**src/design/mpd_pkg.sv**
```systemverilog
`timescale 1ns / 1ps
`default_nettype none

package mpd_pkg;

	// duration field and default count of significant duration bits
	localparam int DUR_W         = 15;
	localparam int DURATION_BITS = 15;

	// configuration port
	localparam int CFG_IDX_W  = 3;
	localparam int CFG_DATA_W = 15;

	localparam logic [CFG_IDX_W-1:0] REG_SHORT_MIN   = 3'd0;
	localparam logic [CFG_IDX_W-1:0] REG_SHORT_MAX   = 3'd1;
	localparam logic [CFG_IDX_W-1:0] REG_LONG_MIN    = 3'd2;
	localparam logic [CFG_IDX_W-1:0] REG_LONG_MAX    = 3'd3;
	localparam logic [CFG_IDX_W-1:0] REG_FRAME_BYTES = 3'd4;

	// register reset values
	localparam logic [DUR_W-1:0] SHORT_MIN_RST   = 15'd200;
	localparam logic [DUR_W-1:0] SHORT_MAX_RST   = 15'd700;
	localparam logic [DUR_W-1:0] LONG_MIN_RST    = 15'd701;
	localparam logic [DUR_W-1:0] LONG_MAX_RST    = 15'd1300;
	localparam logic [7:0]       FRAME_BYTES_RST = 8'd8;

	// result status codes
	typedef enum logic [1:0] {
		ST_BYTE     = 2'd0,
		ST_LAST     = 2'd1,
		ST_LIMITS   = 2'd2,
		ST_UNPAIRED = 2'd3
	} status_t;

	localparam int BITS_W = 11;

endpackage

`default_nettype wire

```
**src/design/manchester_pulse_decoder.sv**
```systemverilog
`timescale 1ns / 1ps
`default_nettype none

// Manchester decoder on measured pulse widths. Each input item is one line
// pulse (level, duration in ticks); it is classed short or long against the
// inclusive windows in the configuration registers, and bits are assembled
// MSB first into bytes. A result item is produced for every completed byte
// and for every error (zero duration, out-of-window pulse, long after a
// single short); a frame closes after frame_bytes bytes or at the first error.
// Items pass an input register and then a result register: one item per cycle
// is accepted while the input stage does not hold, as set out below.
// The input stage holds only while the item in it has a result and the output
// register still holds a result that has not been taken.
module manchester_pulse_decoder #(
	parameter int DURATION_BITS = mpd_pkg::DURATION_BITS
) (
	input  wire                              clk,
	input  wire                              arst_n,
	// configuration
	input  wire                              cfg_we,
	input  wire  [mpd_pkg::CFG_IDX_W-1:0]    cfg_index,
	input  wire  [mpd_pkg::CFG_DATA_W-1:0]   cfg_data,
	// pulse input
	input  wire                              in_valid,
	output logic                             in_ready,
	input  wire                              level,
	input  wire  [mpd_pkg::DUR_W-1:0]        duration,
	// result output
	output logic                             out_valid,
	input  wire                              out_ready,
	output logic [1:0]                       status,
	output logic [7:0]                       data_byte,
	output logic [mpd_pkg::BITS_W-1:0]       bits_decoded,
	output logic                             frame_end
);

	localparam int DW    = mpd_pkg::DUR_W;
	localparam int EFF_W = (DURATION_BITS < DW) ? DURATION_BITS : DW;
	localparam logic [DW-1:0] DUR_MASK = DW'((33'd1 << EFF_W) - 33'd1);

	// configuration registers
	logic [DW-1:0] short_min_q, short_max_q, long_min_q, long_max_q;
	logic [7:0]    frame_bytes_q;

	// input stage
	logic          valid_s1;
	logic          level_s1;
	logic [DW-1:0] dur_s1;

	// decoder state
	logic       half_pending_q;
	logic [7:0] shift_byte_q;
	logic [2:0] bit_index_q;
	logic [7:0] byte_index_q;

	// step logic
	logic       is_short, is_long;
	logic [DW-1:0] dur_eff;
	logic       res_valid;
	logic [1:0] res_status;
	logic [7:0] res_data;
	logic [mpd_pkg::BITS_W-1:0] res_bits;
	logic       res_end;
	logic       nx_half;
	logic [7:0] nx_shift;
	logic [2:0] nx_bit;
	logic [7:0] nx_byte;
	logic [7:0] shift_in;
	logic [7:0] byte_inc;
	logic [7:0] limit;
	logic       take_bit;
	logic       advance;

	// write configuration registers
	always_ff @(posedge clk or negedge arst_n) begin
		if (!arst_n) begin
			short_min_q   <= mpd_pkg::SHORT_MIN_RST;
			short_max_q   <= mpd_pkg::SHORT_MAX_RST;
			long_min_q    <= mpd_pkg::LONG_MIN_RST;
			long_max_q    <= mpd_pkg::LONG_MAX_RST;
			frame_bytes_q <= mpd_pkg::FRAME_BYTES_RST;
		end else if (cfg_we) begin
			unique case (cfg_index)
				mpd_pkg::REG_SHORT_MIN:   short_min_q   <= cfg_data;
				mpd_pkg::REG_SHORT_MAX:   short_max_q   <= cfg_data;
				mpd_pkg::REG_LONG_MIN:    long_min_q    <= cfg_data;
				mpd_pkg::REG_LONG_MAX:    long_max_q    <= cfg_data;
				mpd_pkg::REG_FRAME_BYTES: frame_bytes_q <= cfg_data[7:0];
				default: ;
			endcase
		end
	end

	// classify the pulse and work out the next state and result
	always_comb begin
		dur_eff  = dur_s1 & DUR_MASK;
		is_short = (dur_eff != '0) && (dur_eff >= short_min_q) && (dur_eff <= short_max_q);
		is_long  = (dur_eff != '0) && (dur_eff >= long_min_q) && (dur_eff <= long_max_q);
		shift_in = {shift_byte_q[6:0], level_s1};
		byte_inc = byte_index_q + 8'd1;
		limit    = (frame_bytes_q == 8'd0) ? 8'd1 : frame_bytes_q;

		nx_half    = half_pending_q;
		nx_shift   = shift_byte_q;
		nx_bit     = bit_index_q;
		nx_byte    = byte_index_q;
		res_valid  = 1'b0;
		res_status = mpd_pkg::ST_LIMITS;
		res_data   = shift_byte_q;
		res_bits   = {byte_index_q, bit_index_q} + mpd_pkg::BITS_W'(1);
		res_end    = 1'b1;
		take_bit   = 1'b0;

		if (half_pending_q) begin
			if (is_short) begin
				nx_half  = 1'b0;
				take_bit = 1'b1;
			end else begin
				res_valid  = 1'b1;
				res_status = is_long ? mpd_pkg::ST_UNPAIRED : mpd_pkg::ST_LIMITS;
			end
		end else if (is_long) begin
			take_bit = 1'b1;
		end else if (is_short) begin
			nx_half = 1'b1;
		end else begin
			res_valid  = 1'b1;
			res_status = mpd_pkg::ST_LIMITS;
		end

		if (take_bit) begin
			nx_shift = shift_in;
			nx_bit   = bit_index_q + 3'd1;
			if (bit_index_q == 3'd7) begin
				// byte complete
				res_valid = 1'b1;
				res_data  = shift_in;
				res_bits  = {byte_inc, 3'b000};
				nx_shift  = '0;
				nx_bit    = '0;
				if (byte_inc >= limit) begin
					res_status = mpd_pkg::ST_LAST;
					res_end    = 1'b1;
					nx_byte    = '0;
				end else begin
					res_status = mpd_pkg::ST_BYTE;
					res_end    = 1'b0;
					nx_byte    = byte_inc;
				end
			end
		end else if (res_valid) begin
			// error: clear the frame
			nx_half  = 1'b0;
			nx_shift = '0;
			nx_bit   = '0;
			nx_byte  = '0;
		end
	end

	// the input stage moves on unless its result would overwrite a waiting one
	assign advance  = valid_s1 && (!res_valid || !out_valid || out_ready);
	assign in_ready = !valid_s1 || advance;

	// hold input stage and decoder state
	always_ff @(posedge clk or negedge arst_n) begin
		if (!arst_n) begin
			valid_s1       <= 1'b0;
			half_pending_q <= 1'b0;
			shift_byte_q   <= '0;
			bit_index_q    <= '0;
			byte_index_q   <= '0;
		end else begin
			if (in_ready) begin
				valid_s1 <= in_valid;
			end
			if (advance) begin
				half_pending_q <= nx_half;
				shift_byte_q   <= nx_shift;
				bit_index_q    <= nx_bit;
				byte_index_q   <= nx_byte;
			end
		end
	end

	// capture the item payload
	always_ff @(posedge clk) begin
		if (in_ready && in_valid) begin
			level_s1 <= level;
			dur_s1   <= duration;
		end
	end

	// result register valid
	always_ff @(posedge clk or negedge arst_n) begin
		if (!arst_n) begin
			out_valid <= 1'b0;
		end else if (advance && res_valid) begin
			out_valid <= 1'b1;
		end else if (out_ready) begin
			out_valid <= 1'b0;
		end
	end

	// result register payload
	always_ff @(posedge clk) begin
		if (advance && res_valid) begin
			status       <= res_status;
			data_byte    <= res_data;
			bits_decoded <= res_bits;
			frame_end    <= res_end;
		end
	end

endmodule

`default_nettype wire

```
**config.mk**
```make
export PLATFORM = sky130hd
export DESIGN_NAME = manchester_pulse_decoder
export DESIGN_NICKNAME = d
export VERILOG_FILES = /design/src/design/mpd_pkg.sv /design/src/design/manchester_pulse_decoder.sv
export SDC_FILE = /design/constraint.sdc
export NUM_CORES = 1
export LEC_CHECK = 0
export BUFFER_PORTS_ARGS = -buffer_cell sky130_fd_sc_hd__buf_4
export CORE_ASPECT_RATIO = 1.25
export CORE_MARGIN = 2
export CORE_UTILIZATION = 35
export CTS_CLUSTER_SIZE = 40
export DETAILED_ROUTE_END_ITERATION = 8
export PLACE_DENSITY = 0.54
export SETUP_SLACK_MARGIN = 0.1
export SLEW_MARGIN = 40
export SYNTH_ARGS = -nofsm -noshare
export SYNTH_HDL_FRONTEND = slang
export SYNTH_SLANG_ARGS = --single-unit
```
**constraint.sdc**
```tcl
create_clock -name clk -period 6.7 [get_ports clk]
set_input_delay 1.34 -clock clk [delete_from_list [all_inputs] [get_ports clk]]
set_output_delay 1.34 -clock clk [all_outputs]
set_load 0.1 [all_outputs]
```
==> flow_summary_export.csv, run 1 <==
group,metric,value,unit
outcome,status,"completed",
clock_network,clk_latency,0.42,ns
clock_network,cts.sinks,128,
setup_path,critPathCapture,"in_ready",
pwr,sw_frac_of_total,0.374,
sta,finalCritPeriodShare,0.757,
layout,fin_util,0.430,
setup_path,arrival,3.73,ns
sta,fmax,197,MHz
sta,slew_viol_final,0,
floorplanning,rows,57,
floorplanning,die-width,129,um
route,dr.pass1.iters,4,
layout,final_nets,840,
clock_network,hold_buffers,0,
synthesis,synth_edf_count,38,
pwr,internal_power,1.89,mW
global_routing,grt_use_total,0.168,
setup_path,path_max_fanout,13,
synthesis,synth-seq-cells,128,
synthesis,ys_top_cells_by_area,"dfrtp_1, edfxtp_1, ha_1, dfstp_2, o21ai_0",
setup_path,critPathRequiredTime,5.36,ns
clock_network,numCtsBuffers,17,
sta,setup_viol,0,
synthesis,syn_inst,662,
global_routing,antenna_found_initial,0,
synthesis,synth.distinct_cells,57,
pwr,leakage,3.64,nW
clock_network,path_clk_slew,0.06,ns
route,drt-initial-drc-count,248,
floorplanning,start_util,0.355,
place,hpwl,12200,um
place,io_buffers,62,
layout,antenna_cells,0,
setup_path,crit_chain,"inv_1, ha_1, nand2b_1, a211o_1, a211oi_1, o311ai_0, a2111oi_0, a221o_1, nor3_1, inv_1, buf_4",
setup_path,path_buf_inv,3,
route,route.detailed.drc,0,
synthesis,synth_nets,772,
pwr,power_switching,1.13,mW
sta,finalHoldViolCount,0,
global_routing,grt_start_max_net_pins,75,
sta,setup_ws,1.63,ns
pwr,power_frac_seq,0.356,
synthesis,ys_seq_area_frac,0.496,
setup_path,critPathTopFamily,"compound AO/OA/AOI/OAI gates",
pwr,combPwrFrac,0.329,
clock_network,cts_setup_buffers,0,
pwr,clkPwrFrac,0.315,
clock_network,cts_root_buffer,"clkbuf_16",
route,routed-via-count,5023,
floorplanning,die_h,161,um
clock_network,cts_tree,"done",
place,gp_congestion,0.874,
setup_path,end_kind,"output pin",
sta,tns,0,ns
setup_path,critPathMaxStageDelay,0.54,ns
setup_path,cpMostUsedCell,"inv_1",
synthesis,async_flop_share,0.703,
run,drv_cap,0,
route,detail-route-antenna-nets,0,
setup_path,rr_endpoint,"dur_eff[12]",
layout,drive_above_1_share,0.218,
setup_path,r2r_slack,3.01,ns
sta,rsz0062_at_grt,"false",
synthesis,yosysTopAreaCell,"dfrtp_1",
floorplanning,core_area,19400,um2
min_path,hold_path_class,"flop to flop",
global_routing,grt_first_pass_wirelength,27000,um
synthesis,syn_area,6890,um2
synthesis,ys.flop_type,"dfrtp_1",
min_path,whs_path_depth,1,
sta,skew,0.0102,ns
layout,syn_to_final_growth,21.1,%
synthesis,synth_top_area_frac,0.251,
global_routing,grt_pass1_vias,5284,
route,drt_wl_total,16300,um
sta,min_period,5.07,ns
place,pre_cts_slack,2.03,ns
global_routing,grt_overflow,0,
sta,tightest_slew,0.800,ns
setup_path,critical_path_depth,11,
route,wire_per_inst,16.2,um
setup_path,startpoint,"dur_eff[0]",
pwr,power_density,362,nW/um2
route,vias_per_cell,4.98,
pwr,ir_drop,0.158,mV
synthesis,syn_area_per_cell,10.4,um2
setup_path,reg2reg_depth,11,
sta,slew_headroom,0.467,
clock_network,cts_resized,0,
setup_path,timing.rr.start,"dur_eff[0]",
synthesis,yosys_warnings,0,
clock_network,clockBufferDepth,2,
clock_network,htreeDepth,4,
floorplanning,boundaryPins,63,
floorplanning,die_area,20800,um2
setup_path,crit_path_top_delay_cell,"a221o_1",
setup_path,startpoint_type,"flop",
setup_path,crit_type,"flop to output pin",
==> routing by layer <==
layer	global-route usage	wire length, um	vias to the layer above
li1	-	-	2476
met1	0.204	7040	2425
met2	0.289	8350	94
met3	0.0313	441	28
met4	0.0723	476	0
met5	0	0	-
==> power by group through the flow <==
stage                     sequential (mW)  combinational, mW  clock (mW)
final                                1.08              0.995       0.951
after global routing                 1.10               1.10        1.00
after CTS                            1.08               1.00       0.975
after detailed placement             1.09              0.997           0
after global placement               1.09              0.967           0
after floorplan                      1.34              0.474           0
==> layout make-up <==
class                           instances  area (um2)
Timing Repair Buffer                   71         537
Fill cell                            1905       11100
Tap cell                              265         332
Clock buffer                           17         425
Multi-Input combinational cell        429        3140
Sequential cell                       128        3420
Inverter                               83         312
Clock inverter                         15         181
==> cell usage in the layout, fill, tap and decap left out, types with 4 or more instances in the layout <==
cell / count
a211o_1: 7
a211oi_1: 7
a21oi_1: 20
a32o_1: 6
and3_1: 6
buf_4: 70
clkbuf_16: 17
dfrtp_1: 69
dfstp_2: 21
edfxtp_1: 38
ha_1: 71
inv_1: 82
inv_6: 5
mux2_2: 20
mux2i_1: 10
nand2_1: 75
nand2b_1: 8
nand3_1: 21
nand4_1: 10
nor2_1: 19
nor3_1: 7
nor4_1: 7
o21ai_0: 78
xnor2_1: 10
xor2_1: 4
==> registers in the layout, summed over array words and instances (netlist names), 2 cells and up <==
| signal | flops |
|---|---|
| short_max_q | 15 |
| long_max_q | 15 |
| data_byte | 8 |
| status | 2 |
| short_min_q | 15 |
| frame_bytes_q | 8 |
| long_min_q | 15 |
| shift_byte_q | 8 |
| bit_index_q | 3 |
| byte_index_q | 8 |
| dur_eff | 15 |
| bits_decoded | 11 |
==> worst register-to-register path, stage by stage, from the launching register on <==
cell       delay [ns]
edfxtp_1         0.40
inv_1            0.14
ha_1             0.24
nand2b_1         0.14
a211o_1          0.28
a211oi_1         0.37
o311ai_0         0.16
a2111oi_0        0.52
a221o_1          0.54
nor3_1           0.15
nor2b_1          0.14
buf_4            0.28
==> how the worst min path moves through the flow <==
stage	startpoint	end	slack [ns]
floorplan	long_max_q[11]	long_max_q[11]	0.48
global placement	long_min_q[2]	long_min_q[2]	0.49
detailed placement	long_max_q[12]	long_max_q[12]	0.49
CTS	long_max_q[12]	long_max_q[12]	0.51
global route	long_max_q[12]	long_max_q[12]	0.51
finish	long_max_q[12]	long_max_q[12]	0.51
==> stage by stage <==
step,instance area (um2),hold slack [ns],instances,power [mW]
floorplan,6890,0.479,662,1.81
global placement,7690,0.492,974,2.05
detailed placement,7730,0.494,976,2.09
CTS,8340,0.508,1008,3.06
global route,8340,0.515,1008,3.20
finish,8340,0.507,1008,3.02
==> synthesized netlist by cell type (7+ instances only) <==
cell type   n
edfxtp_1   38
nand2b_1    8
dfrtp_1    69
ha_1       71
nor3_1      7
xnor2_1    10
a211o_1     7
a21oi_1    21
nor2_1     20
mux2i_1    10
a211oi_1    7
inv_1      82
dfstp_2    21
nand3_1    21
nor4_1      7
clkbuf_1   16
nand2_1    75
mux2_2     20
nand4_1    10
o21ai_0    78
==> cell families (layout without fill, tap and decap cells) <==
logic type | count (synthesis) | count (layout) | synth area share
AOI/OAI and AO/OA | 141 | 141 | 0.128
xor gates and xnor gates | 14 | 14 | 0.0178
adders and majority gates | 71 | 71 | 0.129
buffers and inverters | 105 | 186 | 0.0583
DFF | 128 | 128 | 0.496
muxes | 30 | 30 | 0.0472
and+or+nand+nor | 173 | 173 | 0.124
No activity file was read; power rests on OpenSTA's default activity.
==> run 2, diff against run 1 <==
- PLACE_DENSITY: 0.54 -> 0.56
- clock period: 6.7 -> 4.1 ns (I/O delays scaled with it)
==> run 2 against run 1 <==
  * Utilization increased by 1.5 points
  * Count of clock-buffer cells in the layout increased by 7
  * Non-clock buffer count increased by 14
  * Combinational power increased by 77%
  * Sequential power increased by 63%
  * Via count increased by 1.2%
  * Sequential share of layout area decreased by 1.3 points
  * Clock skew increased by 0.015 ns
  * Largest cell class unchanged
  * Largest power group unchanged
==> flow_summary_export.csv, run 2 (synthesis gave the netlist of run 1 again) <==
group,metric,value,unit
sta,fmax,259,MHz
global_routing,grt_overflow,0,
floorplanning,boundaryPins,63,
sta,slew_viol_final,0,
global_routing,antenna_found_initial,0,
clock_network,numCtsBuffers,17,
floorplanning,die-width,129,um
setup_path,r2r_slack,0.70,ns
sta,min_period,3.87,ns
sta,tightest_slew,0.740,ns
global_routing,grt_first_pass_wirelength,26800,um
clock_network,hold_buffers,0,
route,drt_wl_total,16400,um
clock_network,clockBufferDepth,2,
sta,finalHoldViolCount,0,
layout,final_nets,854,
layout,drive_above_1_share,0.258,
sta,setup_viol,0,
setup_path,end_kind,"output pin",
floorplanning,rows,57,
clock_network,cts_root_buffer,"clkbuf_16",
setup_path,critPathRequiredTime,3.28,ns
pwr,power_density,582,nW/um2
sta,skew,0.0251,ns
clock_network,cts.sinks,128,
setup_path,arrival,3.05,ns
clock_network,cts_tree,"done",
layout,nFillCells,1847,
layout,syn_to_final_growth,25.2,%
setup_path,startpoint,"dur_eff[1]",
global_routing,grt_start_max_net_pins,80,
sta,slew_headroom,0.507,
run,drv_cap,0,
route,detail-route-antenna-nets,0,
clock_network,htreeDepth,4,
pwr,ir_drop,0.339,mV
floorplanning,die_h,161,um
floorplanning,start_util,0.355,
place,pre_cts_slack,0.341,ns
setup_path,timing.rr.start,"dur_eff[12]",
global_routing,grt_pass1_vias,5244,
sta,setup_ws,0.232,ns
place,io_buffers,62,
setup_path,startpoint_type,"flop",
layout,seq_area,3420,um2
layout,antenna_cells,0,
place,hpwl,12300,um
route,dr.pass1.iters,5,
outcome,status,"completed",
setup_path,crit_chain,"ha_1, a211o_1, a211oi_2, o311a_1, nor3_4, a221o_1, nor3_2, inv_2, buf_12",
route,vias_per_cell,4.97,
route,routed-via-count,5084,
route,drt-initial-drc-count,303,
floorplanning,die_area,20800,um2
global_routing,grt_use_total,0.168,
floorplanning,core_area,19400,um2
sta,tns,0,ns
layout,fin_util,0.445,
sta,finalCritPeriodShare,0.943,
place,gp_congestion,0.893,
setup_path,critPathMaxStageDelay,0.52,ns
min_path,hold_path_class,"primary input to async pin",
layout,multi_input_area,3320,um2
pwr,leakage,3.75,nW
route,wire_per_inst,16.0,um
clock_network,path_clk_slew,0.06,ns
layout,final_common_cell,"buf_4",
route,route.detailed.drc,0,
clock_network,clk_latency,0.43,ns
sta,rsz0062_at_grt,"false",
setup_path,path_max_fanout,5,
setup_path,crit_type,"flop to output pin",
layout,mostFrequentLayoutCells,"buf_4, inv_1, o21ai_0",
setup_path,crit_path_top_delay_cell,"edfxtp_1",
[run 2: metal layers]
layer | vias up | global-route usage | share of wire
li1 | 2493 | - | -
met1 | 2448 | 0.205 | 0.43
met2 | 116 | 0.284 | 0.50
met3 | 27 | 0.0426 | 0.040
met4 | 0 | 0.0601 | 0.023
met5 | - | 0 | 0
[run 2: layout make-up]
class / count / share of cell area
sequential: 128 / 0.397
multi-input combinational: 429 / 0.385
timing repair buffer: 85 / 0.0759
clock buffer: 24 / 0.0547
tap: 265 / 0.0385
inverter: 83 / 0.0361
clock inverter: 8 / 0.0131
[run 2: path summary, 6_finish.rpt]
kind	endpoint	cells past startpoint
worst max-delay path	in_ready	9
worst min-delay path	short_min_q[9]	1
worst max register to register	data_byte[0]	8
worst min register to register	long_min_q[2]	2
max in group asynchronous	short_max_q[5]	2
min in group clk	long_min_q[2]	2
[run 2: per-stage QoR]
step / power, mW / std cells / area, um2 / hold WS, ns
after floorplan: 2.96 / 662 / 6890 / 0.479
after CTS: 4.96 / 1014 / 8360 / 0.467
after global placement: 3.37 / 978 / 7720 / 0.492
after global routing: 5.32 / 1022 / 8620 / 0.478
after detailed placement: 3.42 / 982 / 7760 / 0.498
final: 5.02 / 1022 / 8620 / 0.423
[run 2: timing repair]
item,4_1_cts,5_1_grt
pin swaps,2,20
endpoints found under the setup margin,1,1
resized for setup,5,32
buffers inserted,0,8
[run 2: report_power, final]
group / internal [mW] / total [mW] / switching, mW
registers: 1.63 / 1.76 / 0.128
clock network: 0.980 / 1.51 / 0.530
logic: 0.580 / 1.76 / 1.18
[run 2: critical path, delay by kind of cell, from the launching register on]
family / cells / cell delay [ns]
buffers and inverters: 2 / 0.26
DFF: 1 / 0.52
AOI/OAI and AO/OA: 4 / 1.19
and+or+nand+nor: 2 / 0.32
adders and majority gates: 1 / 0.33
